**config.mk**
```make
export PLATFORM = sky130hd
export DESIGN_NAME = srb_front
export DESIGN_NICKNAME = d
export VERILOG_FILES = /design/src/design/srb_pkg.sv /design/src/design/srb_front.sv
export SDC_FILE = /design/constraint.sdc
export NUM_CORES = 1
export LEC_CHECK = 0
export ABC_AREA = 1
export BUFFER_PORTS_ARGS = -buffer_cell sky130_fd_sc_hd__buf_2
export CORE_MARGIN = 1.5
export CORE_UTILIZATION = 36
export DETAILED_ROUTE_END_ITERATION = 7
export PLACE_DENSITY = 0.83
export SYNTH_ARGS = -nofsm -noshare
export SYNTH_HDL_FRONTEND = slang
export SYNTH_SLANG_ARGS = --single-unit
```
**constraint.sdc**
```tcl
create_clock -name clk -period 4.1 [get_ports clk]
set_input_delay 0.615 -clock clk [delete_from_list [all_inputs] [get_ports clk]]
set_output_delay 0.615 -clock clk [all_outputs]
set_load 0.02 [all_outputs]
```
**src/design/srb_pkg.sv**
```systemverilog
`timescale 1ns / 1ps
`default_nettype none
package srb_pkg;

  // Ring size in bytes. The slot of an offset is its low bits, so this is a power of two.
  localparam int unsigned DEPTH   = 4096;
  localparam int          SLOT_W  = $clog2(DEPTH);
  localparam int          OFF_W   = 32;
  localparam int          LEN_W   = 13;
  localparam int          CNT_W   = 13;
  localparam int          DATA_W  = 8;
  localparam int unsigned LEN_SAT = 8191;
  // Largest length the result can ever report.
  localparam int unsigned LEN_CAP = (DEPTH < LEN_SAT) ? DEPTH : LEN_SAT;
  localparam int          Q_DEPTH = 2;

  typedef enum logic [1:0] {
    ACT_WRITE   = 2'd0,
    ACT_QUERY   = 2'd1,
    ACT_READ    = 2'd2,
    ACT_RELEASE = 2'd3
  } action_t;

  typedef enum logic [1:0] {
    ST_OK       = 2'd0,
    ST_PKT_DONE = 2'd1,
    ST_DROP     = 2'd2,
    ST_CLAMP    = 2'd3
  } status_t;

  typedef struct packed {
    action_t             action;
    logic [OFF_W-1:0]    stream_offset;
    logic [DATA_W-1:0]   data_byte;
    logic                packet_last;
    logic [CNT_W-1:0]    release_count;
  } in_item_t;

  typedef struct packed {
    logic [OFF_W-1:0]    head_offset;
    logic [LEN_W-1:0]    contiguous_len;
    logic [DATA_W-1:0]   read_data;
    status_t             status;
  } out_item_t;

  // Decoded command handed from the front end to the engine.
  typedef struct packed {
    action_t             op;
    logic [OFF_W-1:0]    offset;
    logic [SLOT_W-1:0]   slot;
    logic [DATA_W-1:0]   data;
    logic                last;
    logic [CNT_W-1:0]    count;
  } cmd_t;

  function automatic logic [SLOT_W-1:0] slot_of(input logic [OFF_W-1:0] off);
    return off[SLOT_W-1:0];
  endfunction

endpackage
`default_nettype wire

```
**src/design/srb_front.sv**
```systemverilog
`timescale 1ns / 1ps
`default_nettype none
module srb_front (
  input  wire logic             clk,
  input  wire logic             rst_n,
  input  wire logic             in_valid,
  output logic                  in_ready,
  input  wire srb_pkg::in_item_t in_data,
  output logic                  enq_valid,
  input  wire logic             enq_ready,
  output srb_pkg::cmd_t         enq_cmd
);
  import srb_pkg::*;

  logic cmd_valid_r, cmd_valid_nxt;
  cmd_t cmd_r, cmd_nxt;
  logic take;

  // Holding register drains into the queue; a new beat may enter as the old one leaves.
  assign enq_valid = cmd_valid_r;
  assign enq_cmd   = cmd_r;
  assign in_ready  = !cmd_valid_r || enq_ready;
  assign take      = in_valid && in_ready;

  always_comb begin
    cmd_valid_nxt = take || (cmd_valid_r && !enq_ready);
    cmd_nxt       = cmd_r;
    if (take) begin
      cmd_nxt.op     = in_data.action;
      cmd_nxt.offset = in_data.stream_offset;
      cmd_nxt.slot   = slot_of(in_data.stream_offset);
      cmd_nxt.data   = in_data.data_byte;
      cmd_nxt.last   = in_data.packet_last;
      cmd_nxt.count  = in_data.release_count;
    end
  end

  always_ff @(posedge clk) begin
    if (!rst_n) begin
      cmd_valid_r <= 1'b0;
    end else begin
      cmd_valid_r <= cmd_valid_nxt;
    end
    cmd_r <= cmd_nxt;
  end

endmodule
`default_nettype wire

```
==> flow_summary.yaml <==
status:
  status: "finished, final reports clean"
pwr:
  vdd_ir_drop_max_uv: 203
  p_leak_nw: 1.17
  power_density_nw_per_um2: 478
routing:
  viasPerCell: 4.10
  dr_total_vias: 1131
  drc: 0
  drtIter0Drc: 31
  wl_per_cell_um: 12.7
  ant_nets: 0
  wirelength_um: 3510
  drt_pre_antenna_iters: 4
critical_path:
  cp.arrival_ps: 1860
  required_ps: 4070
  cp-start-kind: "input port"
  criticalPathCategory: "in2reg"
  r2r_cells: 2
  crit_path_end_kind: "register"
  cp_max_fo: 33
global_route:
  grt_pass1_vias: 1087
  track_usage_pct: 12.8
  grt_max_degree: 34
  grt_pass1_wl_um: 4820
  overflow: 0
  antenna_found_initial: 0
cts:
  clkTransAtPathRegs_ps: 60
  numCtsBuffers: 9
  h-tree-depth: 3
  clockRootBuffer: "clkbuf_8"
  cts.sinks: 57
  postCtsSetupRepairBufs: 0
  cts_buffer_depth: 2
  cts_tree: "done"
  postCtsHoldBufs: 0
  post_cts_resized: 0
  clk_latency_ps: 320
yosys:
  synth.distinct_cells: 8
  yosysTopAreaCellShare_pct: 92.2
  synthCells: 75
  synth_fp_nets: 135
  ys_seq_area_share_pct: 93.3
  ys_warn_count: 0
  yosysTopAreaCell: "edfxtp_1"
  ys_ff_latch: 57
  syn_avg_cell_area_um2: 24.3
  synth_area_leaders: "edfxtp_1, buf_4, dfxtp_1, a21oi_2, inv_1"
  netlist_area_um2: 1820
min_path:
  hold_class: "in2reg"
  hold_path_depth: 1
final_layout:
  ff_latch_area_um2: 1700
  finalNonFillerCells: 276
  antenna_cells: 0
  multi_input_area_um2: 31.3
  drive_gt1_share_pct: 69.4
  syn2layout_area_growth_pct: 45.4
  nets: 264
  final_cell_mix: "buf_2, edfxtp_1, clkbuf_8, clkbuf_1, inv_1"
  layout.cells.most_common: "buf_2"
  nFillCells: 409
floorplanning:
  die_height_um: 74.2
  rows: 25
  dieArea_um2: 5500
  fp.dieW_um: 74.2
  io_pins: 130
  initial_core_util_pct: 38.1
  core-area_um2: 4790
sta:
  tightest_slew_ps: 739
  fin_skew_ps: 4.23
  hold_viol: 0
  slew_headroom_pct: 50.6
  finalCriticalPeriod_ps: 1890
  finalSetupTns_ps: 0
  max_freq_ghz: 0.530
  setup_violations: 0
  rsz0062_at_grt: "false"
  drv_slew: 0
  finalCritPeriodShare_pct: 46.0
placement:
  portBuffers: 129
  place_inst: 260
  gp_congestion: 0.693
job:
  max-cap-violations: 0
logic make-up (layout without fill, tap and decap cells):
group	Yosys count	after routing	share of synthesized area (%)
AOI/OAI and AO/OA	2	2	0.755
buffers and inverters	15	149	5.56
DFF	57	57	93.3
and+or+nand+nor	1	1	0.343
report_power, final:
group	internal (mW)	total, mW	switching (mW)	leakage (nW)
logic	0.0472	0.134	0.0866	0.534
registers	0.681	0.691	0.00938	0.550
clock network	0.254	0.444	0.190	0.0850
total	0.982	1.27	0.286	1.17
worst paths after layout:
path                                      startpoint                     to  slack [ps]
worst max-delay path                        in_valid  enq_cmd[42]$_DFFE_PP_        2210
worst min-delay path                     in_data[33]  enq_cmd[45]$_DFFE_PP_         470
worst max register to register  enq_valid$_SDFF_PN0_  enq_cmd[42]$_DFFE_PP_        2260
worst min register to register  enq_valid$_SDFF_PN0_   enq_valid$_SDFF_PN0_         550
synth_stat cells:
cell	number
a21oi_1	1
a21oi_2	1
buf_4	12
dfxtp_1	1
edfxtp_1	56
inv_1	2
inv_2	1
nand2_2	1
flip-flops by register name, summed over array words and instances, names as in the netlist:
register and count:
enq_cmd 56, enq_valid 1
layout make-up:
class | instances | area share (%)
clock buffers | 16 | 6.42
inverters | 3 | 0.425
multi-input cells | 3 | 1.18
flip-flops and latches | 57 | 64.2
well taps | 67 | 3.16
repair buffers | 130 | 24.6
routing by layer:
layer	wire (um)	up-vias	track usage (%)
li1	-	532	-
met1	1370	512	13.8
met2	1680	81	19.6
met3	400	6	7.99
met4	57	0	6.79
met5	0	-	0
per-stage QoR:
step	utilization [%]	power, mW	instance area [um^2]	hold slack (ps)	worst slack, ps
2_1_floorplan	-	0.781	1820	644	216
3_3_place_gp	51.8	0.836	2480	505	1930
3_5_place_dp	51.8	0.839	2480	549	1840
4_1_cts	55.4	1.28	2650	451	2190
5_1_grt	55.4	1.32	2650	443	2120
6_report	55.4	1.27	2650	466	2210
critical path, cell delays in order:
cell and delay, ps:
buf_2 70, inv_1 70, a21oi_4 580, buf_4 500
(Power assumes the default switching activity.)
