$ cat config.mk
export PLATFORM = sky130hd
export DESIGN_NAME = srb_cmd_queue
export DESIGN_NICKNAME = d
export VERILOG_FILES = /design/src/design/srb_pkg.sv /design/src/design/srb_cmd_queue.sv
export SDC_FILE = /design/constraint.sdc
export NUM_CORES = 1
export LEC_CHECK = 0
export ABC_AREA = 1
export BUFFER_PORTS_ARGS = -buffer_cell sky130_fd_sc_hd__clkbuf_2
export CAP_MARGIN = 40
export CORE_MARGIN = 5
export CORE_UTILIZATION = 50
export DETAILED_ROUTE_END_ITERATION = 8
export PLACE_DENSITY = 0.88
export RECOVER_POWER = 25
export SYNTH_ARGS = -nofsm -noshare
export SYNTH_HDL_FRONTEND = slang
export SYNTH_SLANG_ARGS = --single-unit
$ cat constraint.sdc
create_clock -name clk -period 10.75 [get_ports clk]
set_clock_uncertainty 0.1 [all_clocks]
set_input_delay 1.075 -clock clk [delete_from_list [all_inputs] [get_ports clk]]
set_output_delay 1.075 -clock clk [all_outputs]
set_load 0.005 [all_outputs]
$ cat src/design/srb_pkg.sv
`timescale 1ns / 1ps
`default_nettype none
package srb_pkg;

  // Ring size in bytes. The slot of an offset is its low bits, so this is a power of two.
  localparam int unsigned DEPTH   = 4096;
  localparam int          SLOT_W  = $clog2(DEPTH);
  localparam int          OFF_W   = 32;
  localparam int          LEN_W   = 13;
  localparam int          CNT_W   = 13;
  localparam int          DATA_W  = 8;
  localparam int unsigned LEN_SAT = 8191;
  // Largest length the result can ever report.
  localparam int unsigned LEN_CAP = (DEPTH < LEN_SAT) ? DEPTH : LEN_SAT;
  localparam int          Q_DEPTH = 2;

  typedef enum logic [1:0] {
    ACT_WRITE   = 2'd0,
    ACT_QUERY   = 2'd1,
    ACT_READ    = 2'd2,
    ACT_RELEASE = 2'd3
  } action_t;

  typedef enum logic [1:0] {
    ST_OK       = 2'd0,
    ST_PKT_DONE = 2'd1,
    ST_DROP     = 2'd2,
    ST_CLAMP    = 2'd3
  } status_t;

  typedef struct packed {
    action_t             action;
    logic [OFF_W-1:0]    stream_offset;
    logic [DATA_W-1:0]   data_byte;
    logic                packet_last;
    logic [CNT_W-1:0]    release_count;
  } in_item_t;

  typedef struct packed {
    logic [OFF_W-1:0]    head_offset;
    logic [LEN_W-1:0]    contiguous_len;
    logic [DATA_W-1:0]   read_data;
    status_t             status;
  } out_item_t;

  // Decoded command handed from the front end to the engine.
  typedef struct packed {
    action_t             op;
    logic [OFF_W-1:0]    offset;
    logic [SLOT_W-1:0]   slot;
    logic [DATA_W-1:0]   data;
    logic                last;
    logic [CNT_W-1:0]    count;
  } cmd_t;

  function automatic logic [SLOT_W-1:0] slot_of(input logic [OFF_W-1:0] off);
    return off[SLOT_W-1:0];
  endfunction

endpackage
`default_nettype wire

$ cat src/design/srb_cmd_queue.sv
`timescale 1ns / 1ps
`default_nettype none
module srb_cmd_queue (
  input  wire logic          clk,
  input  wire logic          rst_n,
  input  wire logic          enq_valid,
  output logic               enq_ready,
  input  wire srb_pkg::cmd_t enq_cmd,
  output logic               deq_valid,
  input  wire logic          deq_pop,
  output srb_pkg::cmd_t      deq_cmd
);
  import srb_pkg::*;

  localparam int PTR_W = (Q_DEPTH > 1) ? $clog2(Q_DEPTH) : 1;
  localparam int CNT_QW = $clog2(Q_DEPTH + 1);

  cmd_t              slot_r [Q_DEPTH];
  logic [PTR_W-1:0]  wr_ptr_r, wr_ptr_nxt;
  logic [PTR_W-1:0]  rd_ptr_r, rd_ptr_nxt;
  logic [CNT_QW-1:0] fill_r, fill_nxt;
  logic              push, pop;

  assign enq_ready = (fill_r != CNT_QW'(Q_DEPTH));
  assign deq_valid = (fill_r != '0);
  assign deq_cmd   = slot_r[rd_ptr_r];
  assign push      = enq_valid && enq_ready;
  assign pop       = deq_pop && deq_valid;

  always_comb begin
    wr_ptr_nxt = wr_ptr_r;
    rd_ptr_nxt = rd_ptr_r;
    if (push) begin
      wr_ptr_nxt = (wr_ptr_r == PTR_W'(Q_DEPTH - 1)) ? '0 : wr_ptr_r + 1'b1;
    end
    if (pop) begin
      rd_ptr_nxt = (rd_ptr_r == PTR_W'(Q_DEPTH - 1)) ? '0 : rd_ptr_r + 1'b1;
    end
    fill_nxt = fill_r + CNT_QW'(push) - CNT_QW'(pop);
  end

  always_ff @(posedge clk) begin
    if (!rst_n) begin
      wr_ptr_r <= '0;
      rd_ptr_r <= '0;
      fill_r   <= '0;
    end else begin
      wr_ptr_r <= wr_ptr_nxt;
      rd_ptr_r <= rd_ptr_nxt;
      fill_r   <= fill_nxt;
    end
    if (push) begin
      slot_r[wr_ptr_r] <= enq_cmd;
    end
  end

endmodule
`default_nettype wire

==> impl_metrics.csv, run 1 <==
group,metric,value,unit
outcome,outcome,"completed",
worst_setup_path,slowest_delay,0.65,ns
worst_setup_path,worstReg2RegStart,"fill_r[0]",
pwr,pwr-share-comb,0.199,
worst_setup_path,crit_slowest_cell,"dfxtp_4",
sta,final-setup-viol-count,0,
min_path,hp-class,"flop to flop",
pwr,seqPwrFrac,0.448,
sta,rsz0062_at_grt,"no",
synthesis,synth-seq-area-share,0.8000,
cts,cts.sinks,141,
cts,cts_hold_buffers,0,
synthesis,syn_area_per_cell,21.09,um2
pwr,peakVddDrop,0.1289,mV
synthesis,synth-seq-cells,141,
cells_and_area,area_growth,27.87,%
sta,period_share,0.2939,
synthesis,synth_top_cell_by_area,"edfxtp_1",
global_route,gr-usage-all-layers,0.1512,
route,drtPass1Iterations,4,
global_route,grt_pass1_vias,2951,
synthesis,synthTopCellsByArea,"edfxtp_1, mux2_2, mux2_4, dfxtp_1, nand2_1",
cts,root_buffer,"clkbuf_8",
placement,dp.cells,522,
cts,clkTransAtPathRegs,0.06,ns
worst_setup_path,cp_cell_sequence,"buf_12 > mux2_2 > clkbuf_2",
synthesis,ys.flop_type,"edfxtp_1",
global_route,grt_pass1_wl,14520,um
cells_and_area,multi_input_area,962.2,um2
cts,postCtsSetupBuffers,0,
synthesis,synth_nets,321,
pwr,p_per_area,245.1,mW/mm2
sta,finalSetupTns,0,ns
global_route,antenna_found_initial,0,
placement,place.gp.congestion,0.7204,
route,drt_iter0_markers,100,
route,viasPerCell,4.877,
cts,cts_tree,"built",
sta,tightest_slew,0.4911,ns
placement,io_buffer_count,141,
floorplan,fp.dieArea,0.01261,mm2
cts,clock_path_buffers,2,
synthesis,synth_common_cells,"edfxtp_1, mux2_2, mux2_4",
route,ant_nets,0,
synthesis,async_flop_share,0,
pwr,power_leakage,2.536,nW
worst_setup_path,cp.arrival,1.98,ns
cells_and_area,antenna_cells,0,
sta,period_needed,3.160,ns
floorplan,dieHeight,112.3,um
floorplan,start_util,0.5089,
worst_setup_path,worstSetupPathType,"flop to output pin",
pwr,power_switching,0.3944,mW
cells_and_area,fillCellCount,737,
route,wirelength,9144,um
route,vias,2697,
cells_and_area,layout.area.seq,0.004188,mm2
worst_setup_path,start_kind,"flop",
sta,maxSlewViolCount,0,
worst_setup_path,reg2reg_to,"slot_r[0][18]",
sta,maxSlewHeadroom,0.6726,
floorplan,io-pin-count,142,
synthesis,ys.warnings.count,0,
pwr,p_int,1.245,mW
pwr,power,1.639,mW
floorplan,die_x,112.3,um
cts,insertion_delay,0.51,ns
route,drcViolationCount,0,
cells_and_area,stdcell_count,553,
worst_setup_path,reg2reg_setup_slack,8.80,ns
sta,max_clock_freq,316.5,MHz
worst_setup_path,required,9.58,ns
worst_setup_path,crit_end,"deq_cmd[13]",
worst_setup_path,reg2reg_depth,6,
cts,ctsResizeCount,0,
pwr,p_sw_frac,0.2406,
cts,cts_max_level,4,
synthesis,synth-edff-count,136,
worst_setup_path,setup.worst_path.end_class,"output pin",
pwr,clockPowerShare,0.353,
cells_and_area,fin_util,0.6507,
global_route,grt-ovfl-total,0,
synthesis,ys_types,14,
placement,dp.final_hpwl,6205,um
route,detail_route.wl_per_cell,16.54,um
sta,hold_viol,0,
cells_and_area,drive_gt1_frac,0.5108,
floorplan,rows,37,
synthesis,yosysMostFrequentCell,"edfxtp_1",
run,max_cap_viol_count,0,
cells_and_area,nets,478,
synthesis,netlist.area_leader.share,0.7809,
floorplan,coreArea,0.01028,mm2
synthesis,syn_area,0.005230,mm2
worst_setup_path,cp_max_fo,38,
cts,numCtsBuffers,17,
global_route,grt_max_degree,53,
synthesis,synthCells,248,
[cell families after synthesis]
logic type               count (synthesis)  share of synthesized area
buffers and inverters                   15                    0.01890
XOR/XNOR                                 1                   0.001675
multiplexers                            68                     0.1608
AND/OR/NAND/NOR                         21                    0.01531
flip-flops                             141                     0.8000
AO/OA/AOI/OAI                            1                  0.0009560
adder cells (fa/ha/maj)                  1                   0.002392
[power groups by stage]
stage	Clock (mW)	Combinational, mW	Sequential (mW)
after CTS	0.593	0.336	0.736
final	0.579	0.326	0.734
after detailed placement	0	0.335	0.747
after global routing	0.617	0.358	0.743
after floorplan	0	0.215	0.730
after global placement	0	0.298	0.760
[metrics by stage]
step	instance area (um2)	hold WS [ns]	setup WS [ns]
3_5_place_dp	6135	0.4107	8.079
4_1_cts	6725	0.4269	7.512
5_1_grt	6688	0.4523	7.467
3_3_place_gp	6067	0.3755	7.989
2_1_floorplan	5230	0.3669	6.065
6_report	6688	0.4231	7.590
[sequential cells by signal, indices dropped and copies added (netlist names), named ones only]
| name | count |
|---|---|
| slot_r | 136 |
| wr_ptr_r | 1 |
| rd_ptr_r | 1 |
| fill_r | 2 |
[layout make-up]
cell class,instances,area share
clock inverters,13,0.02582
repair buffers,146,0.1123
multi-input cells,92,0.1439
flip-flops and latches,141,0.6262
inverters,7,0.003929
clock buffers,18,0.06249
well taps,136,0.02544
[how the worst min path moves through the flow]
stage | from | endpoint | slack, ns | cells past startpoint
3_5_place_dp | rd_ptr_r | rd_ptr_r | 0.41 | 2
2_1_floorplan | rd_ptr_r | flop | 0.37 | 2
4_1_cts | rd_ptr_r | rd_ptr_r | 0.43 | 2
5_1_grt | rd_ptr_r | rd_ptr_r | 0.45 | 2
6_report | rd_ptr_r | rd_ptr_r | 0.42 | 2
3_3_place_gp | rd_ptr_r | flop | 0.38 | 2
[placed cells by master (no fill, tap or decap), drive strengths merged]
master / instances
clkbuf: 159
edfxtp: 136
mux2: 68
nand2: 11
nor2: 9
inv: 8
clkinv: 6
dfxtp: 5
buf: 5
bufinv: 4
clkinvlp: 2
xnor2: 1
a21oi: 1
nand3: 1
ha: 1
[worst max-delay path: cells and delay by family (launching register included)]
family	cells	cell delay, ns
buf+inv	2	0.42
mux	1	0.39
flops	1	0.65
[routing by layer]
layer / up-vias / track usage / part of all wire
li1: 1271 / - / -
met1: 1318 / 0.1751 / 0.40
met2: 97 / 0.2551 / 0.52
met3: 11 / 0.04906 / 0.066
met4: 0 / 0.07212 / 0.013
met5: - / 0 / 0
Note: power is estimated with default switching activity, not from simulation.
==> run 2, diff against run 1 <==
==> constraint.sdc (replaced) <==
create_clock -name clk -period 3.29 [get_ports clk]
set_clock_uncertainty 0.1 [all_clocks]
set_input_delay 0.329 -clock clk [delete_from_list [all_inputs] [get_ports clk]]
set_output_delay 0.329 -clock clk [all_outputs]
set_load 0.005 [all_outputs]
==> run 2 against run 1 <==
  * Register-to-register slack got worse by 7.3 ns
  * Sequential power grew to 3.3 times the previous value
  * Hold slack worse by 0.27 ns
  * First-iteration DRC count is 25% higher
  * Via count is 10% higher
  * Sequential share of layout area fell by 5.7 points
==> impl_metrics.csv, run 2 (synthesis gave the netlist of run 1 again) <==
group,metric,value,unit
sta,final-setup-viol-count,0,
cts,cts.sinks,141,
cells_and_area,fillCellCount,679,
placement,place.gp.congestion,0.7361,
cells_and_area,drive_gt1_frac,0.4424,
sta,period_needed,2.339,ns
run,max_cap_viol_count,0,
floorplan,start_util,0.5089,
worst_setup_path,start_kind,"flop",
cells_and_area,top_register,"slot_r",
cells_and_area,layout_commonest_cell,"edfxtp_1",
route,drcViolationCount,0,
pwr,power,5.420,mW
cells_and_area,antenna_cells,0,
cells_and_area,nets,547,
global_route,grt-ovfl-total,0,
cts,ctsResizeCount,0,
cells_and_area,layout_common_cells,"edfxtp_1, clkbuf_2, dlygate4sd3_1",
floorplan,dieHeight,112.3,um
cts,insertion_delay,0.51,ns
cts,clock_path_buffers,2,
worst_setup_path,worstSetupPathType,"flop to output pin",
global_route,grt_pass1_wl,16350,um
outcome,outcome,"completed",
route,detail_route.wl_per_cell,16.90,um
route,viasPerCell,4.785,
floorplan,die_x,112.3,um
cts,root_buffer,"clkbuf_8",
cells_and_area,reg_top3,"slot_r: 136 flops, fill_r: 2 flops",
pwr,power_leakage,2.813,nW
global_route,grt_max_degree,49,
sta,rsz0062_at_grt,"no",
pwr,peakVddDrop,0.4580,mV
global_route,grt_pass1_vias,3326,
cells_and_area,layout.area.seq,0.004188,mm2
sta,tightest_slew,0.5405,ns
route,drtPass1Iterations,5,
route,wirelength,10510,um
sta,period_share,0.7109,
placement,io_buffer_count,141,
worst_setup_path,required,2.86,ns
cts,numCtsBuffers,17,
cells_and_area,area_growth,40.60,%
cts,clkTransAtPathRegs,0.06,ns
min_path,hp-class,"input pin to flop",
worst_setup_path,setup.worst_path.end_class,"output pin",
floorplan,coreArea,0.01028,mm2
cts,postCtsSetupBuffers,0,
route,drt_iter0_markers,125,
sta,hold_viol,0,
cells_and_area,largest_reg_flops,136,
cts,cts_tree,"built",
cts,cts_max_level,4,
sta,finalSetupTns,0,ns
worst_setup_path,cp_max_fo,48,
floorplan,io-pin-count,142,
cells_and_area,multi_input_area,962.2,um2
sta,max_clock_freq,427.6,MHz
route,ant_nets,0,
route,vias,2976,
global_route,antenna_found_initial,0,
global_route,gr-usage-all-layers,0.1717,
placement,dp.final_hpwl,6199,um
pwr,p_per_area,737.1,mW/mm2
sta,maxSlewViolCount,0,
floorplan,rows,37,
worst_setup_path,cp.arrival,1.91,ns
sta,maxSlewHeadroom,0.6397,
floorplan,fp.dieArea,0.01261,mm2
==> run 2: cell count changes in the layout (fill, tap and decap cells not counted) <==
cell           previous run  this run
dlygate4sd3_1             0        69
clkinv_1                  4         1
clkinv_2                  1         4
buf_12                    2         0
buf_4                     2         4
clkinvlp_4                2         4
clkbuf_1                 31        32
clkbuf_2                111       110
clkinv_4                  1         0
inv_6                     1         0
==> run 2: area by class of cell <==
class | count | area share
tap | 136 | 0.02314
multi-input combinational | 92 | 0.1308
clock inverter | 13 | 0.02365
inverter | 7 | 0.003573
sequential | 141 | 0.5695
timing repair buffer | 215 | 0.1924
clock buffer | 18 | 0.05683
==> run 2: worst max-delay path, cell delays in order (launching register included) <==
cell and delay (ns):
dfxtp_4 0.56, buf_16 0.31, mux2_2 0.39, clkbuf_2 0.12
==> run 2: metrics by stage <==
step	hold WS (ns)	util	setup slack [ns]	instances	cell area, um2
floorplan	0.3225	-	0.3567	248	5235
global placement	0.3802	0.5918	1.257	521	6082
detailed placement	0.3922	0.5945	1.462	522	6110
CTS	0.1182	0.7193	0.9001	622	7392
global route	0.1993	0.7155	0.8474	622	7353
finish	0.1523	0.7155	0.9512	622	7353
==> run 2: report_power, final <==
part           switching [mW]  internal, mW  total (mW)
clock                   0.666          1.22        1.88
combinational           0.538         0.614        1.15
sequential              0.105          2.28        2.39
==> run 2: routing by layer <==
metal	vias to the layer above	track usage	routed length (um)
met3	15	0.06792	749
met4	0	0.06490	143
li1	1406	-	-
met2	108	0.3027	5573
met1	1447	0.1861	4041
met5	-	0	0
==> run 2: final timing paths <==
kind | startpoint | to | slack (ns) | depth (start not counted)
worst max-delay path | flop | deq_cmd[12] | 0.95 | 3
worst min-delay path | deq_pop | flop | 0.15 | 5
worst max register to register | fill_r[0] | slot_r[1][66] | 1.48 | 5
worst min register to register | rd_ptr_r | flop | 0.41 | 2
==> run 2: timing repair <==
| item | 4_1_cts | 5_1_grt |
|---|---|---|
| endpoints found under the setup margin | 0 | 0 |
| hold buffers | 69 | 0 |
| endpoints found under the hold margin | 141 | 0 |
==> run 3, diff against run 2 <==
--- a/config.mk
+++ b/config.mk
@@ -5,7 +5,7 @@
 export SDC_FILE = /design/constraint.sdc
 export NUM_CORES = 1
 export LEC_CHECK = 0
-export ABC_AREA = 1
+export ABC_AREA = 0
 export BUFFER_PORTS_ARGS = -buffer_cell sky130_fd_sc_hd__clkbuf_2
 export CAP_MARGIN = 40
 export CORE_MARGIN = 5
==> constraint.sdc (replaced) <==
create_clock -name clk -period 2.3 [get_ports clk]
set_clock_uncertainty 0.1 [all_clocks]
set_input_delay 0.23 -clock clk [delete_from_list [all_inputs] [get_ports clk]]
set_output_delay 0.23 -clock clk [all_outputs]
set_load 0.005 [all_outputs]
==> run 3 against run 2 <==
  * Power grew 34%
  * Register-to-register slack lost 0.99 ns
  * Largest power group unchanged
  * Hold slack lost 0.095 ns
  * Non-clock buffer count grew 1
  * Worst setup slack lost 0.83 ns
  * Synthesized cell count shrank 2.8%
  * First-iteration DRC count shrank 15%
  * Die area grew 0.52%
  * Count of clock-buffer cells in the layout shrank 1
  * Routed wire length is essentially flat
  * Synthesized area grew 0.57%
  * Highest routed layer unchanged
==> impl_metrics.csv, run 3 <==
group,metric,value,unit
outcome,outcome,"completed",
cells_and_area,stdcell_count,616,
route,drcViolationCount,0,
global_route,antenna_found_initial,0,
route,drt_iter0_markers,106,
route,ant_nets,0,
sta,rsz0062_at_grt,"no",
sta,final-setup-viol-count,0,
min_path,worstHoldStart,"deq_pop",
floorplan,start_util,0.5118,
synthesis,syn_area,0.005260,mm2
floorplan,die_x,112.6,um
worst_setup_path,worstSetupPathType,"flop to output pin",
synthesis,ys.flop_type,"edfxtp_1",
cts,clock_path_buffers,2,
floorplan,rows,37,
worst_setup_path,cpLargestDelayFamily,"flip-flops",
global_route,grt_pass1_wl,16370,um
sta,maxSlewHeadroom,0.6808,
cts,postCtsSetupBuffers,0,
synthesis,synthCells,241,
cells_and_area,layout.area.seq,0.004188,mm2
floorplan,coreArea,0.01028,mm2
worst_setup_path,setup.worst_path.end_class,"output pin",
cells_and_area,area_growth,40.37,%
pwr,p_per_area,983.6,mW/mm2
worst_setup_path,crit_slowest_cell,"dfxtp_4",
floorplan,dieHeight,112.6,um
cts,numCtsBuffers,17,
cells_and_area,drive_gt1_frac,0.4604,
cells_and_area,fillCellCount,658,
cells_and_area,layout_common_cells,"edfxtp_1, clkbuf_2, dlygate4sd3_1",
route,drtPass1Iterations,4,
cells_and_area,top_register,"slot_r",
floorplan,fp.dieArea,0.01267,mm2
synthesis,synth-edff-count,136,
route,wl_met3,709,um
global_route,grt_pass1_vias,3305,
worst_setup_path,start_kind,"flop",
cts,cts.sinks,141,
worst_setup_path,required,1.97,ns
synthesis,synth-seq-area-share,0.7954,
synthesis,yosysMostFrequentCell,"edfxtp_1",
synthesis,synthTopCellsByArea,"edfxtp_1, mux2_2, mux2_4, dfxtp_1, buf_8",
cells_and_area,nets,541,
route,vias,2984,
synthesis,synth_top_cell_by_area,"edfxtp_1",
synthesis,synth_nets,314,
placement,io_buffer_count,141,
sta,tightest_slew,0.4788,ns
synthesis,syn_area_per_cell,21.83,um2
global_route,grt_max_degree,68,
run,max_cap_viol_count,0,
route,detail_route.wl_per_cell,17.05,um
cells_and_area,antenna_cells,0,
cells_and_area,multi_input_area,0.001005,mm2
cells_and_area,fin_util,0.7184,
sta,maxSlewViolCount,0,
sta,max_clock_freq,459.4,MHz
pwr,power_leakage,2.799,nW
route,wirelength,10510,um
synthesis,netlist.area_leader.share,0.7764,
sta,whs,0.05747,ns
route,highest_layer,"met4",
cells_and_area,layout_commonest_cell,"edfxtp_1",
global_route,grt-ovfl-total,0,
route,met2_wirelength,5473,um
worst_setup_path,cp_cell_sequence,"buf_4 > mux2_2 > clkbuf_2",
synthesis,async_flop_share,0,
cells_and_area,reg_top3,"slot_r: 136 flops, fill_r: 2 flops",
worst_setup_path,slowest_delay,0.58,ns
route,wl_met1,4081,um
sta,finalSetupTns,0,ns
sta,period_needed,2.177,ns
cts,clkTransAtPathRegs,0.06,ns
cts,cts_tree,"built",
global_route,gr-usage-all-layers,0.1703,
min_path,hp-class,"input pin to flop",
sta,hold_viol,0,
cts,cts_max_level,4,
pwr,power,7.262,mW
floorplan,io-pin-count,142,
synthesis,synth-seq-cells,141,
worst_setup_path,cp.arrival,1.85,ns
placement,dp.cells,516,
route,viasPerCell,4.844,
placement,dp.final_hpwl,6245,um
synthesis,ys.warnings.count,0,
worst_setup_path,cp_max_fo,23,
sta,period_share,0.9464,
placement,place.gp.congestion,0.7411,
synthesis,synth_common_cells,"edfxtp_1, mux2_2, mux2_4",
cells_and_area,largest_reg_flops,136,
worst_setup_path,crit_buf_inv,2,
worst_setup_path,worstReg2RegStart,"fill_r[0]",
synthesis,ys_types,25,
cts,root_buffer,"clkbuf_8",
pwr,peakVddDrop,0.6735,mV
cts,insertion_delay,0.51,ns
run 3: cell types whose count changed in the layout (fill, tap and decap cells not counted), moves of 2 or more:
cell	before	now
clkinv_4	0	4
nor2_4	2	0
and2_1	0	3
nor2_1	7	2
o21ai_0	0	2
nand2b_1	0	2
clkbuf_1	32	30
a21bo_2	0	2
inv_1	7	0
nand2_1	11	1
buf_12	0	2
run 3: final timing paths:
kind	endpoint	slack, ns	cells past startpoint
worst min-delay path	fill_r[1]	0.06	3
worst min register to register	flop	0.48	2
worst max register to register	slot_r[1][49]	0.49	3
worst max-delay path	deq_cmd[30]	0.12	3
run 3: logic make-up after synthesis:
logic type / share of synthesized area
buffers and inverters: 0.01451
and+or+nand+nor: 0.01404
adders and majority gates: 0.002378
xor gates and xnor gates: 0.001665
muxes: 0.1618
AOI/OAI and AO/OA: 0.01023
DFF: 0.7954
run 3: metal layers:
metal | vias to the layer above | track usage
met5 | - | 0
met4 | 0 | 0.06811
met3 | 22 | 0.06523
met2 | 126 | 0.2875
met1 | 1428 | 0.1953
li1 | 1408 | -
run 3: report_power, final:
group	leakage (nW)	total, mW	switching, mW	internal (mW)
sequential	1.31	3.26	0.130	3.13
combinational	1.20	1.38	0.601	0.779
clock	0.280	2.62	0.979	1.64
total	2.80	7.26	1.71	5.55
run 3: tightest hold or removal path, delay by kind of cell:
| family | cells | cell delay [ns] |
|---|---|---|
| mux | 1 | 0.12 |
| buf+inv | 1 | 0.14 |
| compound gates | 1 | 0.13 |
run 3: final cells by class:
cell class / instances / area share
Tap cell: 136 / 0.02305
Inverter: 1 / 0.001017
Multi-Input combinational cell: 91 / 0.1361
Sequential cell: 141 / 0.5672
Clock inverter: 14 / 0.02322
Clock buffer: 17 / 0.05609
Timing Repair Buffer: 216 / 0.1934
run 3: stage by stage:
stage	setup WS, ns	area (um2)
after detailed placement	0.5278	6146
after global routing	0.02172	7383
after CTS	0.06397	7422
after floorplan	0.1200	5265
final	0.1232	7383
after global placement	0.6382	6146
run 3: what timing repair did:
| action | 4_1_cts | 5_1_grt |
|---|---|---|
| gates resized for setup | 0 | 0 |
| endpoints found under the hold margin | 141 | 0 |
| hold buffers | 69 | 0 |
